==> src/hdl/sdet_pkg.sv <==
`default_nettype none
package sdet_pkg;

    localparam int unsigned DEPTH_DEF = 64;
    localparam int unsigned KEY_W     = 32;
    localparam int unsigned IDX_W     = 6;
    localparam int unsigned CNT_OUT_W = 7;
    localparam int unsigned IN_W      = 40;
    localparam int unsigned OUT_W     = 48;

    localparam logic [11:0] YEAR_MIN   = 12'd1900;
    localparam logic [11:0] YEAR_MAX   = 12'd2100;
    localparam logic [4:0]  DAY_FEB    = 5'd29;
    localparam logic [4:0]  DAY_SHORT  = 5'd30;
    localparam logic [4:0]  HOUR_MAX   = 5'd23;
    localparam logic [5:0]  MINUTE_MAX = 6'd59;

    typedef enum logic [1:0] {
        ACT_ADD   = 2'd0,
        ACT_DEL   = 2'd1,
        ACT_READ  = 2'd2,
        ACT_CLEAR = 2'd3
    } t_action;

    typedef enum logic [2:0] {
        ST_OK        = 3'd0,
        ST_FULL      = 3'd1,
        ST_BAD_DATE  = 3'd2,
        ST_BAD_TIME  = 3'd3,
        ST_BAD_INDEX = 3'd4
    } t_status;

    typedef enum logic {
        S_IDLE = 1'b0,
        S_READ = 1'b1
    } t_state;

    typedef struct packed {
        logic ins;
        logic del;
        logic load;
        logic shift;
    } t_cell_ctl;

endpackage
`default_nettype wire

==> src/hdl/sdet_cell.sv <==
`default_nettype none
module sdet_cell #(
    parameter int unsigned CELL_IDX = 0,
    parameter int unsigned CNT_W    = 7
) (
    input  wire logic                        i_clk,
    input  wire sdet_pkg::t_cell_ctl         i_ctl,
    input  wire logic [sdet_pkg::KEY_W-1:0]  i_new_key,
    input  wire logic [CNT_W-1:0]            i_count,
    input  wire logic [sdet_pkg::IDX_W-1:0]  i_idx,
    input  wire logic [sdet_pkg::KEY_W-1:0]  i_left_key,
    input  wire logic                        i_left_ge,
    input  wire logic [sdet_pkg::KEY_W-1:0]  i_right_key,
    input  wire logic [sdet_pkg::KEY_W-1:0]  i_right_tap,
    output logic      [sdet_pkg::KEY_W-1:0]  o_key,
    output logic                             o_ge,
    output logic      [sdet_pkg::KEY_W-1:0]  o_tap
);

    logic [sdet_pkg::KEY_W-1:0] r_key, n_key;
    logic [sdet_pkg::KEY_W-1:0] r_tap, n_tap;
    logic                       w_valid;
    logic                       w_del_here;

    assign w_valid    = CELL_IDX < 32'(i_count);
    assign w_del_here = 32'(i_idx) <= CELL_IDX;
    assign o_ge       = !w_valid || (r_key > i_new_key);
    assign o_key      = r_key;
    assign o_tap      = r_tap;

    always_comb begin
        n_key = r_key;
        if (i_ctl.ins && o_ge) begin
            n_key = i_left_ge ? i_left_key : i_new_key;
        end else if (i_ctl.del && w_del_here) begin
            n_key = i_right_key;
        end
    end

    always_comb begin
        n_tap = r_tap;
        if (i_ctl.load) begin
            n_tap = r_key;
        end else if (i_ctl.shift) begin
            n_tap = i_right_tap;
        end
    end

    always_ff @(posedge i_clk) begin
        r_key <= n_key;
        r_tap <= n_tap;
    end

endmodule
`default_nettype wire

==> config.mk <==
export PLATFORM = sky130hd
export DESIGN_NAME = sdet_cell
export DESIGN_NICKNAME = d
export VERILOG_FILES = /design/src/hdl/sdet_pkg.sv /design/src/hdl/sdet_cell.sv
export SDC_FILE = /design/constraint.sdc
export NUM_CORES = 1
export LEC_CHECK = 0
export BUFFER_PORTS_ARGS = -buffer_cell sky130_fd_sc_hd__buf_2
export CORE_AREA = 2 2 102 104
export DETAILED_ROUTE_END_ITERATION = 16
export DIE_AREA = 0 0 104 106
export GPL_TIMING_DRIVEN = 0
export PLACE_DENSITY = 0.86
export SLEW_MARGIN = 20
export SYNTH_ARGS = -nofsm -noshare
export SYNTH_HDL_FRONTEND = slang
export SYNTH_SLANG_ARGS = --single-unit
==> constraint.sdc <==
create_clock -name i_clk -period 10 [get_ports i_clk]
set_input_delay 1.5 -clock i_clk [delete_from_list [all_inputs] [get_ports i_clk]]
set_output_delay 1.5 -clock i_clk [all_outputs]
set_load 0.005 [all_outputs]
# After elaboration in Yosys (flattened, before gate mapping)
# Index checks and enable logic that the tools add are counted.
[op_classes]
reduce_logical = 6
n_mux = 5
n_lt_le_gt_ge = 3
[op_table]
columns = ["cell", "count"]
rows = [
  ["$mux W32", 5],
  ["$gt A32 B32 Y1", 1],
  ["$lt A1 B7 Y1 const A", 1],
  ["$le A6 B1 Y1 const B", 1],
  ["$reduce_bool A2 Y1", 2],
  ["$logic_and A1 B1 Y1", 2],
  ["$logic_not A1 Y1", 1],
  ["$logic_or A1 B1 Y1", 1],
]
[totals]
input_bits = 147
wordCells = 16
out_inout_bits = 65
regBits = 64

# Logic depth before layout (Yosys ltp)
[logic_depth]
ltp_word = 5
depth_mapped = 10
mapped_depth_nobuf = 8

# Worst setup path after synthesis
# Ideal clock, no wire load.
[synth_path]
path_kind = "input to register"
start = "input i_idx[3] (netlist name)"
end = "register r_key, in the netlist o_key[0], enable pin"
slack_ns = 4.003
required_time_ns = 9.489
arrival_ns = 5.486
setup_ns = 0.511
path_buffers = 0
cell_stages = 2
cell_sequence = "or4b_2 -> o41ai_1"
[synth_via]
elab_chain_cells = 3
[synth_lines]
columns = ["item", "line_no", "source"]
rows = [
  ["start: declaration", "sdet_cell.sv:10", "input wire logic [sdet_pkg::IDX_W-1:0] i_idx,"],
  ["$le A6 B1 Y1", "sdet_cell.sv:26", "assign w_del_here = 32'(i_idx) <= CELL_IDX;"],
  ["$logic_and A1 B1 Y1", "sdet_cell.sv:35", "end else if (i_ctl.del && w_del_here) begin"],
  ["$reduce_bool A2 Y1 (no source line)", "-", ""],
  ["end signal: assignment", "sdet_cell.sv:50", "r_key <= n_key;"],
  ["end: declaration", "sdet_cell.sv:20", "logic [sdet_pkg::KEY_W-1:0] r_key, n_key;"],
]
# Every way passes these cells.
# A chain may end at the register's enable or synchronous reset.

# Worst setup path after layout
[layout_path]
start = "input i_new_key[7] (netlist name)"
end = "output o_ge"
[layout_via]
elab_chain_cells = 2
[layout_lines]
columns = ["item", "line_no", "source"]
rows = [
  ["start: declaration", "sdet_cell.sv:8", "input wire logic [sdet_pkg::KEY_W-1:0] i_new_key,"],
  ["$gt A32 B32 Y1", "sdet_cell.sv:27", "assign o_ge = !w_valid || (r_key > i_new_key);"],
  ["$logic_or A1 B1 Y1", "sdet_cell.sv:27", ""],
  ["end: declaration", "sdet_cell.sv:16", "output logic o_ge,"],
]
# Every way passes these cells.

==> metrics.md <==
| Metric | Value |
|---|---|
| Outcome | `completed` |
| Sw Share | `0.302` |
| Root buffer cell | `clkbuf_8` |
| Initial antenna violation count | `0` |
| Fmax | `190 MHz` |
| Synth area leaders | `edfxtp_1 (38%), ha_1 (7.8%), a211oi_2 (7.6%), o22ai_2 (7.3%), mux2_2 (7.0%)` |
| Post-Syn Instances | `449` |
| Slew Limit Fails | `0` |
| CP top delay family | `compound AO/OA/AOI/OAI gates` |
| TritonRoute pass-1 iters | `6` |
| Sequential area share after synthesis | `0.376` |
| CP max stage cell | `a221oi_1` |
| Fill count | `785` |
| Maximum VDD drop | `73.0 uV` |
| Largest net degree at the start of global routing | `33` |
| Vias per cell | `5.90` |
| Maxcap violations | `0` |
| GPL Wtd Cong | `0.869` |
| Area Growth Syn to Fin | `28.4%` |
| Fin. Hold Viols | `0` |
| Post-synth EDFFs | `64` |
| Fin Hold WS | `0.618 ns` |
| Buf/Inv on CP | `4` |
| CTS tree | `done` |
| Syn Std Cell Area | `0.00511 sq mm` |
| Instance count on the critical path | `11` |
| Wire length per cell | `19.3 um` |
| Startpoint Class | `input port` |
| Die height | `106 um` |
| Longest Clk Path Bufs | `2` |
| Inserted Clock Buffers | `9` |
| Full die area | `0.0110 sq mm` |
| Top FF cell, synth | `edfxtp_1` |
| Gr ovfl total | `0` |
| H-tree lvl count | `3` |
| Max_slew headroom | `0.434` |
| Setup tns final | `0 ns` |
| #FFs+latches synth | `64` |
| Finished Core Util | `0.657` |
| RSZ-0062 raised after global routing | `false` |
| Hold path cells | `1` |
| Crit path required time | `8.50 ns` |
| PD cells | `128 mW/mm^2` |
| I/O pins | `212` |
| Ys async rst share | `0` |
| Post-Route WL | `15700 um` |
| Clock skew | `0.0104 ns` |
| Port bufs | `209` |
| CTS clk-pin slew, worst paths | `0.07 ns` |
| DRC | `0` |
| N_diodes | `0` |
| Count of final setup violators | `0` |
| Die W | `104 um` |
| Critical path peak fanout | `10` |
| Period minus WS final | `5.26 ns` |
| Power Total | `0.840 mW` |
| Crit path cell chain | `buf_2, inv_1, ha_1, a21oi_1, o21ai_0, a221oi_1, a31oi_4, buf_2, nor2_1, o21bai_1, buf_2` |
| Int Power | `0.586 mW` |
| Post-synth cell types | `43` |
| Yosys warns | `0` |
| Commonest cells in the netlist | `edfxtp_1 (64), nand2_1 (39), nor4_1 (34)` |
| Critical Path AT | `3.76 ns` |
| Count leader, synth | `edfxtp_1` |
| Final net count | `853` |
| # rows | `37` |
| Vias in the first global route | `4994` |
| Yosys top cell area share | `0.376` |
| Worst slew pin tran | `0.849 ns` |
| Switch Pwr | `0.254 mW` |
| Core area | `0.0100 sq mm` |
| Worst path most repeated cell | `buf_2` |
| Share of cells above drive strength 1 | `0.518` |
| Critical path class | `input port to output port` |
| Mean Syn Cell Area | `11.4 sq um` |
| Worst Hold Class | `flip-flop to flip-flop` |
| First-pass GRT wire length | `24200 um` |
| GRT Overall Usage | `0.280` |
| Syn Nets | `628` |
| Pleak | `2.91 nW` |
| Clock Sink Count | `64` |
| Clock Latency Late Sink | `0.36 ns` |
| Yosys top cell by area | `edfxtp_1` |
| Post-CTS setup buffer count | `0` |
| Path depth of the worst reg2reg path | `10` |
| Flop pwr share | `0.410` |
| Combinational Power Share | `0.295` |
| 1st-iter DRT viols | `318` |
| Clock power frac | `0.295` |
| Crit path capture type | `output port` |
| Post-CTS Resized | `0` |
| Post-route ant nets | `0` |
| Final Cycle Share | `0.526` |
| Largest stage delay on the critical path | `0.62 ns` |
| Hold-fix buffers, CTS | `0` |
| Initial Util | `0.512` |
| HPWL after DPL | `12100 um` |
| Register area | `0.00192 sq mm` |
| Routed via count | `4806` |
| Multi-input logic area | `0.00284 sq mm` |
cells by family after synthesis:
family | Yosys count | share of synthesized area
AND/OR/NAND/NOR | 129 | 0.145
AO/OA/AOI/OAI | 94 | 0.197
buffers and inverters | 66 | 0.0712
multiplexers | 64 | 0.133
flip-flops | 64 | 0.376
adder cells (fa/ha/maj) | 32 | 0.0783
cell type report:
class | instances | area share
repair buffers | 214 | 0.163
inverters | 32 | 0.0183
flip-flops and latches | 64 | 0.293
plain buffers | 34 | 0.0371
multi-input cells | 319 | 0.432
clock buffers | 11 | 0.0200
well taps | 136 | 0.0259
clock inverters | 5 | 0.0109
placed cells by master (no fill, tap or decap), types with 2 or more instances in the layout:
cell       Yosys  routed
buf_2         12     225
edfxtp_1      64      64
nand2_1       39      39
nor4_1        34      34
and2_1        33      33
inv_1         32      32
mux2i_1       32      32
mux2_2        32      32
ha_1          32      32
a211oi_2      31      31
o22ai_2       30      30
clkbuf_1      12      14
a21oi_1       13      13
clkbuf_8       0       9
buf_6          7       7
nand4_1        6       6
o21ai_0        4       4
nand3_1        3       3
nor2_1         3       3
buf_12         3       3
clkinv_1       0       3
nand4_2        2       2
or4_4          2       2
o22ai_1        2       2
bufinv_16      0       2
power by group through the flow:
stage / registers, mW / logic, mW / clock network [mW]
floorplan: 0.351 / 0.144 / 0
global placement: 0.351 / 0.230 / 0
detailed placement: 0.350 / 0.244 / 0
CTS: 0.344 / 0.246 / 0.247
global route: 0.346 / 0.268 / 0.253
finish: 0.344 / 0.248 / 0.248
registers in the layout, indices dropped and copies added, names as in the netlist:
| register | flops |
|---|---|
| o_key | 32 |
| o_tap | 32 |
per-layer routing:
metal / up-vias / routed length (um) / GRT usage
met4: 0 / 444 / 0.126
li1: 2180 / - / -
met3: 40 / 1220 / 0.0552
met5: - / 0 / 0
met1: 2309 / 6180 / 0.333
met2: 277 / 7870 / 0.493
stage by stage:
step	setup slack, ns	instance area (sq um)	cells
detailed placement	4.77	6370	799
CTS	4.76	6570	815
finish	4.74	6570	815
floorplan	4.00	5110	449
global route	4.63	6570	815
global placement	2.24	6330	794
final timing paths:
| check | start | slack [ns] | end |
|---|---|---|---|
| worst max-delay path | i_new_key[7] | 4.74 | o_ge |
| worst min-delay path | o_key[23] | 0.62 | o_tap[23] |
| worst max register to register | o_key[7] | 6.52 | o_key[8] |
| worst min register to register | o_key[23] | 0.62 | o_tap[23] |
Note: power is estimated with default switching activity, not from simulation.
